--- config.mk ---
export PLATFORM = sky130hd
export DESIGN_NAME = serial_frame_parser
export DESIGN_NICKNAME = d
export VERILOG_FILES = /design/src/sfp_pkg.sv /design/src/sfp_front.sv /design/src/sfp_queue.sv /design/src/sfp_back.sv /design/src/serial_frame_parser.sv
export SDC_FILE = /design/constraint.sdc
export NUM_CORES = 1
export LEC_CHECK = 0
export ABC_AREA = 0
export BUFFER_PORTS_ARGS = -buffer_cell sky130_fd_sc_hd__buf_2
export CAP_MARGIN = 20
export CORE_ASPECT_RATIO = 1.2
export CORE_MARGIN = 2
export CORE_UTILIZATION = 55
export DETAILED_ROUTE_END_ITERATION = 8
export PLACE_DENSITY = 0.82
export SYNTH_ARGS = -nofsm -noshare
export SYNTH_HDL_FRONTEND = slang
export SYNTH_SLANG_ARGS = --single-unit
--- constraint.sdc ---
create_clock -name clk -period 5.83 [get_ports clk]
set_input_delay 1.166 -clock clk [delete_from_list [all_inputs] [get_ports clk]]
set_output_delay 1.166 -clock clk [all_outputs]
set_load 0.01 [all_outputs]
--- src/sfp_pkg.sv ---
// Shared types and constants for the serial frame parser.
package sfp_pkg;

    localparam int MAX_PAYLOAD = 16;
    localparam int LEN_W = $clog2(MAX_PAYLOAD + 1);
    localparam int IDX_W = (MAX_PAYLOAD > 1) ? $clog2(MAX_PAYLOAD) : 1;
    localparam logic [7:0] START_BYTE = 8'hAA;
    localparam int QUEUE_DEPTH_DEF = 2;

    localparam int IN_DATA_W = 40;
    localparam int OUT_FIELDS_W = 8 + LEN_W + IDX_W + 8 + 32;
    localparam int OUT_DATA_W = ((OUT_FIELDS_W + 7) / 8) * 8;
    localparam int OUT_USER_W = 4;

    typedef enum logic [2:0] {
        PH_SOF,
        PH_CMD,
        PH_LEN,
        PH_PAY,
        PH_CHK
    } phase_t;

    typedef enum logic [2:0] {
        ST_BUSY,
        ST_OK,
        ST_CHK,
        ST_TIMEOUT,
        ST_LEN
    } status_t;

    typedef struct packed {
        logic             drain;
        status_t          status;
        logic [7:0]       command;
        logic [LEN_W-1:0] length;
        logic [31:0]      gap;
    } job_t;

    typedef struct packed {
        logic             en;
        logic [IDX_W-1:0] addr;
        logic [7:0]       data;
    } store_wr_t;

endpackage

--- src/sfp_front.sv ---
// Front end: frame state machine, timeout check and result job generation.
module sfp_front
(
    input  logic                clk,
    input  logic                rst_n,
    input  logic                cfg_wen,
    input  logic [31:0]         cfg_wdata,
    input  logic                in_valid,
    output logic                in_ready,
    input  logic [7:0]          rx_byte,
    input  logic [31:0]         arrival_time,
    input  logic                q_full,
    output logic                push,
    output sfp_pkg::job_t       job,
    output sfp_pkg::store_wr_t  store_wr,
    input  logic                drain_done
);

    sfp_pkg::phase_t                phase_reg, phase_next;
    logic [7:0]                     cmd_reg, cmd_next;
    logic [sfp_pkg::LEN_W-1:0]      len_reg, len_next;
    logic [sfp_pkg::LEN_W-1:0]      count_reg, count_next;
    logic [sfp_pkg::LEN_W-1:0]      count_inc;
    logic [7:0]                     xor_reg, xor_next;
    logic [31:0]                    prev_reg;
    logic [31:0]                    limit_reg;
    logic                           pending_reg, pending_next;
    logic [31:0]                    gap;
    logic                           timed_out;
    logic                           take;
    sfp_pkg::phase_t                eff_phase;

    assign in_ready = !q_full && !(phase_reg == sfp_pkg::PH_PAY && pending_reg);
    assign take     = in_valid && in_ready;
    assign push     = take;
    assign gap      = arrival_time - prev_reg;
    assign timed_out = (limit_reg != 32'd0) && (phase_reg != sfp_pkg::PH_SOF)
                       && (gap > limit_reg);
    assign count_inc = count_reg + sfp_pkg::LEN_W'(1);

    always_comb
    begin
        phase_next  = phase_reg;
        cmd_next    = cmd_reg;
        len_next    = len_reg;
        count_next  = count_reg;
        xor_next    = xor_reg;
        job.drain   = 1'b0;
        job.status  = timed_out ? sfp_pkg::ST_TIMEOUT : sfp_pkg::ST_BUSY;
        job.command = 8'd0;
        job.length  = '0;
        job.gap     = timed_out ? gap : 32'd0;
        store_wr.en   = 1'b0;
        store_wr.addr = count_reg[sfp_pkg::IDX_W-1:0];
        store_wr.data = rx_byte;
        eff_phase   = timed_out ? sfp_pkg::PH_SOF : phase_reg;
        case (eff_phase)
            sfp_pkg::PH_SOF:
            begin
                phase_next = sfp_pkg::PH_SOF;
                if (rx_byte == sfp_pkg::START_BYTE)
                begin
                    phase_next = sfp_pkg::PH_CMD;
                    count_next = '0;
                end
            end
            sfp_pkg::PH_CMD:
            begin
                cmd_next   = rx_byte;
                xor_next   = rx_byte;
                phase_next = sfp_pkg::PH_LEN;
            end
            sfp_pkg::PH_LEN:
            begin
                if ({1'b0, rx_byte} > 9'(sfp_pkg::MAX_PAYLOAD))
                begin
                    phase_next = sfp_pkg::PH_SOF;
                    job.status = sfp_pkg::ST_LEN;
                end
                else
                begin
                    len_next   = rx_byte[sfp_pkg::LEN_W-1:0];
                    xor_next   = xor_reg ^ rx_byte;
                    phase_next = (rx_byte == 8'd0) ? sfp_pkg::PH_CHK : sfp_pkg::PH_PAY;
                end
            end
            sfp_pkg::PH_PAY:
            begin
                store_wr.en = take;
                count_next  = count_inc;
                xor_next    = xor_reg ^ rx_byte;
                if (count_inc >= len_reg)
                begin
                    phase_next = sfp_pkg::PH_CHK;
                end
            end
            sfp_pkg::PH_CHK:
            begin
                phase_next = sfp_pkg::PH_SOF;
                if (rx_byte == xor_reg)
                begin
                    job.status  = sfp_pkg::ST_OK;
                    job.command = cmd_reg;
                    job.length  = len_reg;
                    job.drain   = (len_reg != '0);
                end
                else
                begin
                    job.status = sfp_pkg::ST_CHK;
                end
            end
            default:
            begin
                phase_next = sfp_pkg::PH_SOF;
            end
        endcase
    end

    always_comb
    begin
        pending_next = pending_reg;
        if (take && job.drain)
        begin
            pending_next = 1'b1;
        end
        else if (drain_done)
        begin
            pending_next = 1'b0;
        end
    end

    always_ff @(posedge clk or negedge rst_n)
    begin
        if (!rst_n)
        begin
            phase_reg   <= sfp_pkg::PH_SOF;
            prev_reg    <= 32'd0;
            limit_reg   <= 32'd0;
            pending_reg <= 1'b0;
        end
        else
        begin
            pending_reg <= pending_next;
            if (cfg_wen)
            begin
                limit_reg <= cfg_wdata;
            end
            if (take)
            begin
                phase_reg <= phase_next;
                prev_reg  <= arrival_time;
            end
        end
    end

    always_ff @(posedge clk)
    begin
        if (take)
        begin
            cmd_reg   <= cmd_next;
            len_reg   <= len_next;
            count_reg <= count_next;
            xor_reg   <= xor_next;
        end
    end

endmodule

--- src/sfp_queue.sv ---
// Job queue between the front end and the result sequencer.
module sfp_queue
#(
    parameter int DEPTH = sfp_pkg::QUEUE_DEPTH_DEF
)
(
    input  logic           clk,
    input  logic           rst_n,
    input  logic           push,
    input  sfp_pkg::job_t  push_job,
    output logic           full,
    input  logic           pop,
    output logic           head_valid,
    output sfp_pkg::job_t  head_job
);

    localparam int PTR_W = $clog2(DEPTH);
    localparam int CNT_W = $clog2(DEPTH + 1);

    sfp_pkg::job_t     entries_reg [DEPTH];
    logic [PTR_W-1:0]  wr_ptr_reg, wr_ptr_next;
    logic [PTR_W-1:0]  rd_ptr_reg, rd_ptr_next;
    logic [CNT_W-1:0]  count_reg, count_next;
    logic              do_push, do_pop;

    assign full       = (count_reg == CNT_W'(DEPTH));
    assign head_valid = (count_reg != '0);
    assign head_job   = entries_reg[rd_ptr_reg];
    assign do_push    = push && !full;
    assign do_pop     = pop && head_valid;

    always_comb
    begin
        wr_ptr_next = wr_ptr_reg;
        rd_ptr_next = rd_ptr_reg;
        count_next  = count_reg;
        if (do_push)
        begin
            wr_ptr_next = (wr_ptr_reg == PTR_W'(DEPTH - 1)) ? '0 : wr_ptr_reg + PTR_W'(1);
        end
        if (do_pop)
        begin
            rd_ptr_next = (rd_ptr_reg == PTR_W'(DEPTH - 1)) ? '0 : rd_ptr_reg + PTR_W'(1);
        end
        if (do_push && !do_pop)
        begin
            count_next = count_reg + CNT_W'(1);
        end
        else if (do_pop && !do_push)
        begin
            count_next = count_reg - CNT_W'(1);
        end
    end

    always_ff @(posedge clk or negedge rst_n)
    begin
        if (!rst_n)
        begin
            wr_ptr_reg <= '0;
            rd_ptr_reg <= '0;
            count_reg  <= '0;
        end
        else
        begin
            wr_ptr_reg <= wr_ptr_next;
            rd_ptr_reg <= rd_ptr_next;
            count_reg  <= count_next;
        end
    end

    always_ff @(posedge clk)
    begin
        if (do_push)
        begin
            entries_reg[wr_ptr_reg] <= push_job;
        end
    end

endmodule

--- src/sfp_back.sv ---
// Back end: payload store and result sequencer with output register.
module sfp_back
(
    input  logic                                 clk,
    input  logic                                 rst_n,
    input  sfp_pkg::store_wr_t                   store_wr,
    input  logic                                 head_valid,
    input  sfp_pkg::job_t                        head_job,
    output logic                                 pop,
    output logic                                 drain_done,
    output logic                                 out_valid,
    input  logic                                 out_ready,
    output logic [sfp_pkg::OUT_DATA_W-1:0]       out_data,
    output logic [sfp_pkg::OUT_USER_W-1:0]       out_user,
    output logic                                 out_last
);

    logic [7:0]                 store_reg [sfp_pkg::MAX_PAYLOAD];
    logic [7:0]                 rd_data_reg;
    logic [sfp_pkg::IDX_W-1:0]  idx_reg, idx_next;
    logic                       load;
    logic                       final_beat;

    logic                       out_valid_reg, out_valid_next;
    sfp_pkg::status_t           out_status_reg;
    logic [7:0]                 out_cmd_reg;
    logic [sfp_pkg::LEN_W-1:0]  out_len_reg;
    logic                       out_pv_reg;
    logic [sfp_pkg::IDX_W-1:0]  out_idx_reg;
    logic [7:0]                 out_val_reg;
    logic [31:0]                out_gap_reg;
    logic                       out_last_reg;

    assign load       = head_valid && (!out_valid_reg || out_ready);
    assign final_beat = !head_job.drain
                        || ((sfp_pkg::LEN_W'(idx_reg) + sfp_pkg::LEN_W'(1)) == head_job.length);
    assign pop        = load && final_beat;
    assign drain_done = pop && head_job.drain;

    always_comb
    begin
        idx_next = idx_reg;
        if (load && head_job.drain)
        begin
            idx_next = final_beat ? '0 : idx_reg + sfp_pkg::IDX_W'(1);
        end
        out_valid_next = out_valid_reg;
        if (load)
        begin
            out_valid_next = 1'b1;
        end
        else if (out_ready)
        begin
            out_valid_next = 1'b0;
        end
    end

    always_ff @(posedge clk or negedge rst_n)
    begin
        if (!rst_n)
        begin
            out_valid_reg <= 1'b0;
            idx_reg       <= '0;
        end
        else
        begin
            out_valid_reg <= out_valid_next;
            idx_reg       <= idx_next;
        end
    end

    always_ff @(posedge clk)
    begin
        if (store_wr.en)
        begin
            store_reg[store_wr.addr] <= store_wr.data;
        end
        rd_data_reg <= store_reg[idx_next];
    end

    always_ff @(posedge clk)
    begin
        if (load)
        begin
            out_status_reg <= head_job.status;
            out_cmd_reg    <= head_job.command;
            out_len_reg    <= head_job.length;
            out_gap_reg    <= head_job.gap;
            out_pv_reg     <= head_job.drain;
            out_idx_reg    <= head_job.drain ? idx_reg : '0;
            out_val_reg    <= head_job.drain ? rd_data_reg : 8'd0;
            out_last_reg   <= final_beat;
        end
    end

    assign out_valid = out_valid_reg;
    assign out_data  = sfp_pkg::OUT_DATA_W'({out_gap_reg, out_val_reg, out_idx_reg,
                                             out_len_reg, out_cmd_reg});
    assign out_user  = {out_pv_reg, out_status_reg};
    assign out_last  = out_last_reg;

endmodule

--- src/serial_frame_parser.sv ---
// Top level of the serial frame parser.
//
// Takes one received byte per cycle with its timestamp unless stalled, and gives one result
// beat per byte, except the checksum byte of a good frame with N > 0 payload bytes, which
// gives N beats (the last one marked with tlast). A byte's job passes through the job queue
// into the output register. The front end stalls when the job queue is full, and it holds a
// payload byte while the payload of the previous good frame is still being read out of the
// payload store, one byte per cycle unless stalled. No clearing pass follows reset.
module serial_frame_parser
#(
    parameter int QUEUE_DEPTH = sfp_pkg::QUEUE_DEPTH_DEF
)
(
    input  logic                              clk,
    input  logic                              rst_n,
    input  logic                              cfg_wen,
    input  logic [31:0]                       cfg_wdata,     // timeout_limit
    input  logic                              s_axis_tvalid,
    output logic                              s_axis_tready,
    input  logic [sfp_pkg::IN_DATA_W-1:0]     s_axis_tdata,  // rx_byte, arrival_time
    output logic                              m_axis_tvalid,
    input  logic                              m_axis_tready,
    // command, payload length, payload_index, payload_value, gap_ms, zero fill
    output logic [sfp_pkg::OUT_DATA_W-1:0]    m_axis_tdata,
    output logic [sfp_pkg::OUT_USER_W-1:0]    m_axis_tuser,  // status, payload_valid
    output logic                              m_axis_tlast
);

    logic                q_full;
    logic                push;
    logic                pop;
    logic                head_valid;
    logic                drain_done;
    sfp_pkg::job_t       push_job;
    sfp_pkg::job_t       head_job;
    sfp_pkg::store_wr_t  store_wr;

    sfp_front u_front
    (
        .clk          (clk),
        .rst_n        (rst_n),
        .cfg_wen      (cfg_wen),
        .cfg_wdata    (cfg_wdata),
        .in_valid     (s_axis_tvalid),
        .in_ready     (s_axis_tready),
        .rx_byte      (s_axis_tdata[7:0]),
        .arrival_time (s_axis_tdata[39:8]),
        .q_full       (q_full),
        .push         (push),
        .job          (push_job),
        .store_wr     (store_wr),
        .drain_done   (drain_done)
    );

    sfp_queue #(.DEPTH(QUEUE_DEPTH)) u_queue
    (
        .clk        (clk),
        .rst_n      (rst_n),
        .push       (push),
        .push_job   (push_job),
        .full       (q_full),
        .pop        (pop),
        .head_valid (head_valid),
        .head_job   (head_job)
    );

    sfp_back u_back
    (
        .clk        (clk),
        .rst_n      (rst_n),
        .store_wr   (store_wr),
        .head_valid (head_valid),
        .head_job   (head_job),
        .pop        (pop),
        .drain_done (drain_done),
        .out_valid  (m_axis_tvalid),
        .out_ready  (m_axis_tready),
        .out_data   (m_axis_tdata),
        .out_user   (m_axis_tuser),
        .out_last   (m_axis_tlast)
    );

endmodule

==> results.cfg, run 1 <==
[synth]
seq_area_frac_synth_pct = 62.2
synth_top_family_by_area = compound AO/OA/AOI/OAI gates
ys_ff_latch = 399
synth_area_mm2 = 0.0185
postSynthCellCount = 1457
synth.top_cells.by_area = edfxtp_1 51%, dfrtp_1 10%, ha_1 5.0%
synth_top_area_share_pct = 51.0
synthAdderAreaFrac_pct = 5.11
synth_top_cell_by_area = edfxtp_1
ys_types = 83
yosys.area_share.xor_xnor_pct = 2.82
synthFlopType = edfxtp_1
synth_edf_count = 314
syn_area_per_cell_um2 = 12.7
synth_compound_area_share_pct = 12.2
synth.area.mux_share_pct = 3.81
async_reset_ff_share_pct = 19.3
yosys_warnings = 0
yosys.area_share.simple_pct = 10.2

[global_route]
grt_pass1_wl_mm = 66.5
grt_overflow = 0
grt_pass1_vias = 12449
grt_max_degree = 72
grt_use_total_pct = 24.6
grt_antenna_before_repair = 0

[routing]
drt-initial-drc-count = 1259
drc = 0
wire_per_inst_um = 19.6
drt_first_pass_iters = 5
via_per_inst = 5.80
ant_nets = 0
drt-total-wl_mm = 42.2
via_count = 12471

[power_and_ir_drop]
p_total_w = 0.0120
ir_drop_v = 0.000297
powerDensity_mw_per_mm2 = 556
p_leak_nw = 8.63

[timing]
fin_skew_ns = 0.0140
fin_setup_tns_ns = 0
rsz0062_at_grt = false
slew_headroom_pct = 32.3
fmax_mhz = 184
hold_violations = 0
drv_slew = 0
fin_crit_sh_pct = 93.1
worstMarginPinSlew_ns = 1.02
setup_ws_ns = 0.403
setup-violations-final = 0
min_period_ns = 5.43

[cells_and_area]
largest_reg_flops = 128
n_antenna_cell = 0
final_common_cell = edfxtp_1
layout-drive-gt1-share_pct = 21.4
nets = 1823
area_delta_synth_final_pct = 16.8
post-route-util_pct = 65.2
final_cell_mix = 314 x edfxtp_1, 139 x buf_2, 128 x nand2_1
stdcell_count = 2151

[placement]
dpl.hpwl_mm = 29.3
dp.cells = 2079
pre_cts_slack_ns = -0.201
portBuffers = 140
gp_congestion = 0.947

[clock_tree]
clockRootBuffer = clkbuf_16
cts_made_buffers = 40
cts_tree = built
clk_pin_slew_ns = 0.06
h-tree-depth = 2
cts_sinks = 399
clk_path_buf_depth = 3
clock_latency_ns = 0.53

[min_path]
hold_path_class = input pin to asynchronous set/reset pin

[die]
coreArea_mm2 = 0.0332
dieWidth_um = 171
rows = 73
io-pin-count = 148
dieArea_mm2 = 0.0351
initial_core_util_pct = 55.8
dieHeight_um = 205

[setup_path]
reg2reg_depth = 22
worstSetupEndpointType = flip-flop
crit_required_ns = 6.07
startpoint = s_axis_tdata[9]
r2r_end = u_back.store_reg[10][4]$_DFFE_PP_
path_max_fanout = 8
crit_path_end = u_back.store_reg[10][4]$_DFFE_PP_
critPathLaunchType = input pin
r2r_slack_ns = 0.74
r2r_start = u_front.prev_reg[1]$_DFFE_PN0P_
crit_type = input pin to flip-flop
worst_ep_arrival_time_ns = 5.66

[job]
maxCapViolCount = 0

[status]
outcome = finished, final reports clean
==> through the flow <==
stage	hold WS, ns	instance area [um^2]
global placement	0.477	20200
detailed placement	0.487	20200
global route	0.435	21600
floorplan	0.454	18500
finish	0.442	21600
CTS	0.426	21600
==> how the worst min path moves through the flow <==
stage                     cells after the start                             from                                  end  slack [ns]
after floorplan                               2  u_front.prev_reg[0]$_DFFE_PN0P_      u_front.prev_reg[0]$_DFFE_PN0P_        0.45
after global placement                        2  u_front.prev_reg[0]$_DFFE_PN0P_      u_front.prev_reg[0]$_DFFE_PN0P_        0.48
after detailed placement                      1    u_back.rd_data_reg[3]$_DFF_P_  u_back.out_val_reg[3]$_SDFFCE_PN0P_        0.49
after CTS                                     1                            rst_n     u_front.prev_reg[26]$_DFFE_PN0P_        0.43
after global routing                          1                            rst_n     u_front.prev_reg[26]$_DFFE_PN0P_        0.44
final                                         1                            rst_n     u_front.prev_reg[26]$_DFFE_PN0P_        0.44
==> where the power goes <==
group | switching [W] | internal (W) | leakage, nW
clock | 0.00104 | 0.00164 | 0.667
combinational | 0.00298 | 0.00206 | 4.02
sequential | 0.000273 | 0.00402 | 3.94
==> critical path: stages <==
cell and delay (ns):
buf_2 0.12, ha_1 0.27, nor2b_1 0.12, o21ai_0 0.29, o221ai_1 0.26, a31oi_1 0.21
buf_4 0.14, o21a_1 0.20, o21ai_1 0.07, a311oi_1 0.46, xor2_1 0.14, ha_1 0.32
nand4_1 0.14, nor4_1 0.29, buf_4 0.17, a31o_2 0.17, a21oi_2 0.05, buf_12 0.17
nor4_1 0.36, buf_4 0.19, and2_1 0.15, buf_4 0.18
==> cell usage after synthesis, types with 12 or more instances <==
cell type,number
nand4_1,18
o21ai_0,85
dfrtp_1,77
xnor2_1,44
a21boi_0,14
nor4_1,13
nand2b_1,12
edfxtp_1,314
mux2_2,46
nand2_1,128
a21oi_1,66
xor2_1,13
ha_1,74
clkbuf_1,43
inv_1,94
and2_1,77
a211oi_1,21
mux2i_1,15
nor2_1,45
nor3_1,15
a211o_1,16
a21o_1,30
nand3_1,23
==> metal layers <==
metal | track usage, % | share of wire, %
met1 | 30.5 | 38
met2 | 42.5 | 50
met5 | 0 | 0
met3 | 4.10 | 7.4
met4 | 10.7 | 4.0
==> timing repair <==
item                                    4_1_cts  5_1_grt
buffers inserted                              0        0
hold buffers                                  0        0
resized for setup                             0        5
endpoints found under the setup margin        0       43
==> logic make-up (layout without fill, tap and decap cells) <==
| logic type | count (synthesis) | after routing |
|---|---|---|
| fa+ha+maj | 75 | 75 |
| mux | 63 | 63 |
| simple gates | 370 | 370 |
| buf+inv | 162 | 400 |
| flops | 399 | 399 |
| compound gates | 329 | 329 |
| other cells | 1 | 7 |
| xor+xnor | 58 | 58 |
==> layout make-up <==
cell class	instances	area [um^2]
sequential	399	11500
tap	450	563
fill	2378	11500
timing repair buffer	231	1410
clock inverter	20	278
multi-input combinational	902	6390
clock buffer	52	1100
inverter	97	367
Power figures use the tool's default switching activity.
==> run 2: changes to the inputs <==
- MAX_ROUTING_LAYER: unset -> met4
==> run 2 against run 1 <==
  * Highest routed layer unchanged
  * Largest power group unchanged
  * Worst hold slack lost 0.0085 ns
  * Utilization shrank 0.35 points
  * Setup slack lost 0.11 ns
  * Flip-flop and latch count is the same
  * Combinational power shrank 0.8%
==> results.cfg, run 2 (same netlist as run 1, synthesis figures left out) <==
[status]
outcome = finished, final reports clean

[cells_and_area]
multi_input_area_mm2 = 0.00637
final_common_cell = edfxtp_1
area_delta_synth_final_pct = 16.2
final_cell_mix = 314 x edfxtp_1, 139 x buf_2, 128 x nand2_1
seqCellArea_mm2 = 0.0115
largest_reg_flops = 128
n_fill_cell = 2409
layout-drive-gt1-share_pct = 20.8
n_antenna_cell = 0
nets = 1819

[clock_tree]
cts_made_buffers = 38
clock_latency_ns = 0.54
clk_path_buf_depth = 3
h-tree-depth = 2
cts_tree = built
clockRootBuffer = clkbuf_16
clk_pin_slew_ns = 0.06
post_cts_buffers = 0
cts_hold_buf = 0
cts_resized = 0
cts_sinks = 399

[timing]
setup-violations-final = 0
setup_ws_ns = 0.295
rsz0062_at_grt = false
slew_headroom_pct = 29.1
drv_slew = 0
fmax_mhz = 181
fin_skew_ns = 0.0186
worstMarginPinSlew_ns = 1.06
hold_violations = 0
fin_crit_sh_pct = 94.9
min_period_ns = 5.53
fin_setup_tns_ns = 0

[global_route]
grt_overflow = 0
grt_pass1_vias = 12475
grt_pass1_wl_mm = 65.9
grt_use_total_pct = 25.3
grt_antenna_before_repair = 0
grt_max_degree = 73

[placement]
pre_cts_slack_ns = -0.165
dpl.hpwl_mm = 29.6
portBuffers = 140
gp_congestion = 0.948

[power_and_ir_drop]
sw_frac_of_total_pct = 36.2
p_seq_share_pct = 36.4
power.internal_w = 0.00754
power_frac_comb_pct = 42.3
p_leak_nw = 8.57
powerDensity_mw_per_mm2 = 549
p_sw_w = 0.00428
ir_drop_v = 0.000348
p_clk_share_pct = 21.4

[routing]
drt-total-wl_mm = 42.5
wire_per_inst_um = 19.8
via_count = 12369
drc = 0
drt-initial-drc-count = 1091
drt_first_pass_iters = 7
ant_nets = 0
via_per_inst = 5.76

[setup_path]
r2r_start = u_front.prev_reg[1]$_DFFE_PN0P_
path_max_fanout = 8
crit_type = input pin to flip-flop
critPathLaunchType = input pin
reg2reg_depth = 21
crit_required_ns = 6.04
startpoint = s_axis_tdata[8]
r2r_end = u_back.store_reg[5][3]$_DFFE_PP_
r2r_slack_ns = 0.66
worst_ep_arrival_time_ns = 5.74
worstSetupEndpointType = flip-flop

[die]
io-pin-count = 148
initial_core_util_pct = 55.8
rows = 73
dieHeight_um = 205
coreArea_mm2 = 0.0332
dieArea_mm2 = 0.0351
dieWidth_um = 171

[min_path]
hold_path_class = input pin to asynchronous set/reset pin

[job]
maxCapViolCount = 0
-- run 2: cell count changes in the layout (fill, tap and decap cells not counted), moves of 3 or more --
cell,previous run,this run
clkbuf_1,8,15
clkinv_1,6,1
and2_1,74,77
and2_2,3,0
buf_4,90,87
clkbuf_16,41,38
-- run 2: power by group through the flow --
stage               logic, W  clock network (W)  registers, W
global placement     0.00478                  0       0.00433
floorplan            0.00322                  0       0.00438
finish               0.00499            0.00253       0.00430
global route         0.00548            0.00267       0.00436
CTS                  0.00495            0.00256       0.00430
detailed placement   0.00491                  0       0.00435
-- run 2: stage by stage --
step | power (W) | instances | utilization, % | hold slack, ns | area (um^2)
6_report | 0.0118 | 2147 | 64.9 | 0.434 | 21500
5_1_grt | 0.0125 | 2147 | 64.9 | 0.412 | 21500
4_1_cts | 0.0118 | 2144 | 64.7 | 0.409 | 21400
3_5_place_dp | 0.00926 | 2074 | 60.8 | 0.489 | 20200
3_3_place_gp | 0.00910 | 2074 | 60.8 | 0.476 | 20200
2_1_floorplan | 0.00759 | 1463 | - | 0.454 | 18500
-- run 2: routing by layer --
metal  vias up  share of wire [%]  GRT usage [%]
met1      5959                 39           30.6
met2       531                 50           42.1
li1       5774                  -              -
met5         -                  0              -
met4         0                4.1           11.3
met3       105                6.3           3.54
-- run 2: how the worst max path moves through the flow --
stage / endpoint / depth (start not counted)
5_1_grt: u_back.store_reg[2][4]$_DFFE_PP_ / 22
6_report: u_back.store_reg[5][3]$_DFFE_PP_ / 23
3_5_place_dp: u_back.store_reg[5][1]$_DFFE_PP_ / 23
2_1_floorplan: u_back.store_reg[15][0]$_DFFE_PP_ / 17
4_1_cts: u_back.store_reg[5][4]$_DFFE_PP_ / 23
3_3_place_gp: u_back.store_reg[5][5]$_DFFE_PP_ / 25
-- run 2: cell type report --
type	count	share of cell area [%]
flip-flops and latches	399	53.6
multi-input cells	902	29.6
repair buffers	229	6.59
clock buffers	57	4.94
well taps	450	2.62
inverters	97	1.70
clock inverters	13	0.972
-- run 2: worst max-delay path, stage by stage --
cell	delay, ns
buf_2	0.10
inv_1	0.06
ha_1	0.19
inv_1	0.06
fa_1	0.38
a21o_1	0.17
a21oi_1	0.19
o211ai_1	0.15
nand3_1	0.19
nand2_1	0.09
a311o_1	0.32
xor2_1	0.29
ha_1	0.32
a21o_1	0.18
a21oi_1	0.18
o221ai_1	0.15
a221oi_1	0.28
buf_4	0.17
a21oi_2	0.09
buf_4	0.20
nor4_1	0.29
buf_4	0.18
and2_1	0.34
==> run 3: changes to the inputs <==
- ABC_AREA: 0 -> 1
==> run 3 against run 2 <==
  * Worst hold slack improved by 0.058 ns
  * Die area rose by 2.9%
  * Via count rose by 12%
  * Non-clock buffer count fell by 51
  * Largest cell class unchanged
  * Highest routed layer unchanged
==> results.cfg, run 3 <==
[synth]
synth_most_common_cell = nand2_1
yosys-top-cells-count = 444 x nand2_1, 314 x edfxtp_1, 306 x inv_1, 172 x nand3_1, 122 x nor2_1
syn_area_per_cell_um2 = 9.94
synth_area_mm2 = 0.0190
yosys_warnings = 0
ys_ff_latch = 399
synth_top_cell_by_area = edfxtp_1
synthFlopType = edfxtp_1
synth_top_area_share_pct = 49.5
ys_types = 44
synth_edf_count = 314
async_reset_ff_share_pct = 19.3
postSynthCellCount = 1916
seq_area_frac_synth_pct = 60.5
synth.top_cells.by_area = edfxtp_1 50%, dfrtp_1 10%, nand2_1 8.8%

[timing]
slew_headroom_pct = 32.5
fin_crit_sh_pct = 87.7
setup-violations-final = 0
hold_violations = 0
drv_slew = 0
min_period_ns = 5.12
fin_setup_tns_ns = 0
rsz0062_at_grt = false
fin_skew_ns = 0.0199
worstMarginPinSlew_ns = 1.01
fmax_mhz = 195

[clock_tree]
clock_latency_ns = 0.55
post_cts_buffers = 0
cts_resized = 0
clk_path_buf_depth = 3
h-tree-depth = 2
clk_pin_slew_ns = 0.06
cts_tree = built
clockRootBuffer = clkbuf_16
cts_sinks = 399
cts_hold_buf = 0
cts_made_buffers = 39

[cells_and_area]
post-route-util_pct = 62.9
n_fill_cell = 2720
n_antenna_cell = 0
layout-drive-gt1-share_pct = 12.0
final_common_cell = nand2_1
final_area_mm2 = 0.0214
multi_input_area_mm2 = 0.00598
stdcell_count = 2556
largest_reg_flops = 128
seqCellArea_mm2 = 0.0115
area_delta_synth_final_pct = 12.5
final_cell_mix = 443 x nand2_1, 314 x edfxtp_1, 305 x inv_1
nets = 2221

[die]
initial_core_util_pct = 55.9
dieHeight_um = 208
coreArea_mm2 = 0.0341
io-pin-count = 148
dieWidth_um = 174
dieArea_mm2 = 0.0361
rows = 74

[power_and_ir_drop]
p_leak_nw = 9.64
ir_drop_v = 0.000315
powerDensity_mw_per_mm2 = 506

[setup_path]
worst_ep_arrival_time_ns = 5.47
path_max_fanout = 15
cp_common_cell = nand2_1
crit_type = input pin to flip-flop
worstSetupEndpointType = flip-flop
slowest_delay_ns = 0.38
cp.buffers_inverters = 7
cpMaxStageDelayCell = nand2_1
critPathLaunchType = input pin
crit_required_ns = 6.19
crit_family = simple AND/OR/NAND/NOR gates

[routing]
drt-total-wl_mm = 44.9
drc = 0
via_per_inst = 5.41
via_count = 13828
drt_first_pass_iters = 6
drt-initial-drc-count = 1319
ant_nets = 0
wire_per_inst_um = 17.6

[status]
outcome = finished, final reports clean

[global_route]
grt_antenna_before_repair = 0
grt_use_total_pct = 25.3
grt_overflow = 0
grt_pass1_wl_mm = 70.4
grt_pass1_vias = 13878
grt_max_degree = 66

[placement]
portBuffers = 140
gp_congestion = 0.961
dp.cells = 2482
placed_cell_area_mm2 = 0.0202
dpl.hpwl_mm = 30.9

[min_path]
hold_path_class = flip-flop to flip-flop

[job]
maxCapViolCount = 0
-- run 3: changes by cell type in the layout (fill, tap and decap cells not counted), sizes merged, moves of 17 or more --
cell    change
a211oi     -21
a21o       -23
and2       -77
buf        -51
inv       +211
mux2       -46
mux2i      -17
nand2     +318
nand3     +150
nand3b     +32
nor2       +79
xnor2      -34
xor2       +17
-- run 3: kinds of logic (layout without fill, tap and decap cells) --
| family | Yosys count | in the layout | share of synthesized area (%) |
|---|---|---|---|
| buffers and inverters | 380 | 558 | 8.36 |
| adders and majority gates | 75 | 75 | 4.97 |
| DFF | 399 | 399 | 60.5 |
| xor gates and xnor gates | 40 | 40 | 1.84 |
| and+or+nand+nor | 834 | 834 | 18.9 |
| other | 1 | 7 | 0.0197 |
| AOI/OAI and AO/OA | 187 | 187 | 5.43 |
-- run 3: final timing paths --
kind / endpoint / slack (ns) / startpoint / cells past startpoint
max reg2reg: u_queue.entries_reg[0][39]$_DFFE_PP_ / 1.09 / u_front.prev_reg[0]$_DFFE_PN0P_ / 30
min reg2reg: u_front.prev_reg[0]$_DFFE_PN0P_ / 0.49 / u_front.prev_reg[0]$_DFFE_PN0P_ / 2
max in group asynchronous: u_front.limit_reg[17]$_DFFE_PN0P_ / 4.26 / rst_n / 2
max: u_queue.entries_reg[0][39]$_DFFE_PP_ / 0.71 / s_axis_tdata[8] / 32
min in group asynchronous: u_front.prev_reg[26]$_DFFE_PN0P_ / 0.54 / rst_n / 1
min: u_front.prev_reg[0]$_DFFE_PN0P_ / 0.49 / u_front.prev_reg[0]$_DFFE_PN0P_ / 2
-- run 3: worst min-delay path, stage by stage (launching register included) --
cell	delay (ns)
dfrtp_1	0.34
nand2_1	0.05
o21ai_0	0.06
-- run 3: metrics by stage --
step / power (W) / hold WS, ns / setup slack [ns]
6_report: 0.0108 / 0.492 / 0.715
2_1_floorplan: 0.00723 / 0.457 / 0.639
3_5_place_dp: 0.00847 / 0.487 / 0.370
4_1_cts: 0.0108 / 0.500 / 0.888
5_1_grt: 0.0115 / 0.520 / 0.330
3_3_place_gp: 0.00834 / 0.474 / 0.556
-- run 3: routing by layer --
layer / share of wire, % / GRT usage [%] / up-vias / wire length, um
met5: 0 / - / - / 0
met3: 6.1 / 3.50 / 126 / 2760
met4: 3.8 / 10.8 / 0 / 1730
met2: 52 / 44.1 / 569 / 23200
li1: - / - / 6623 / -
met1: 38 / 29.4 / 6510 / 17300
-- run 3: power breakdown --
group          switching (W)  internal, W
registers           0.000191      0.00381
logic                0.00306      0.00144
clock network        0.00107      0.00128
total                0.00433      0.00652
-- run 3: cell type report --
| class | count | area share (%) |
|---|---|---|
| Sequential cell | 399 | 53.7 |
| Multi-Input combinational cell | 1143 | 27.9 |
| Inverter | 308 | 5.41 |
| Clock buffer | 48 | 4.86 |
| Timing Repair Buffer | 178 | 4.76 |
| Tap cell | 456 | 2.66 |
| Clock inverter | 24 | 0.631 |
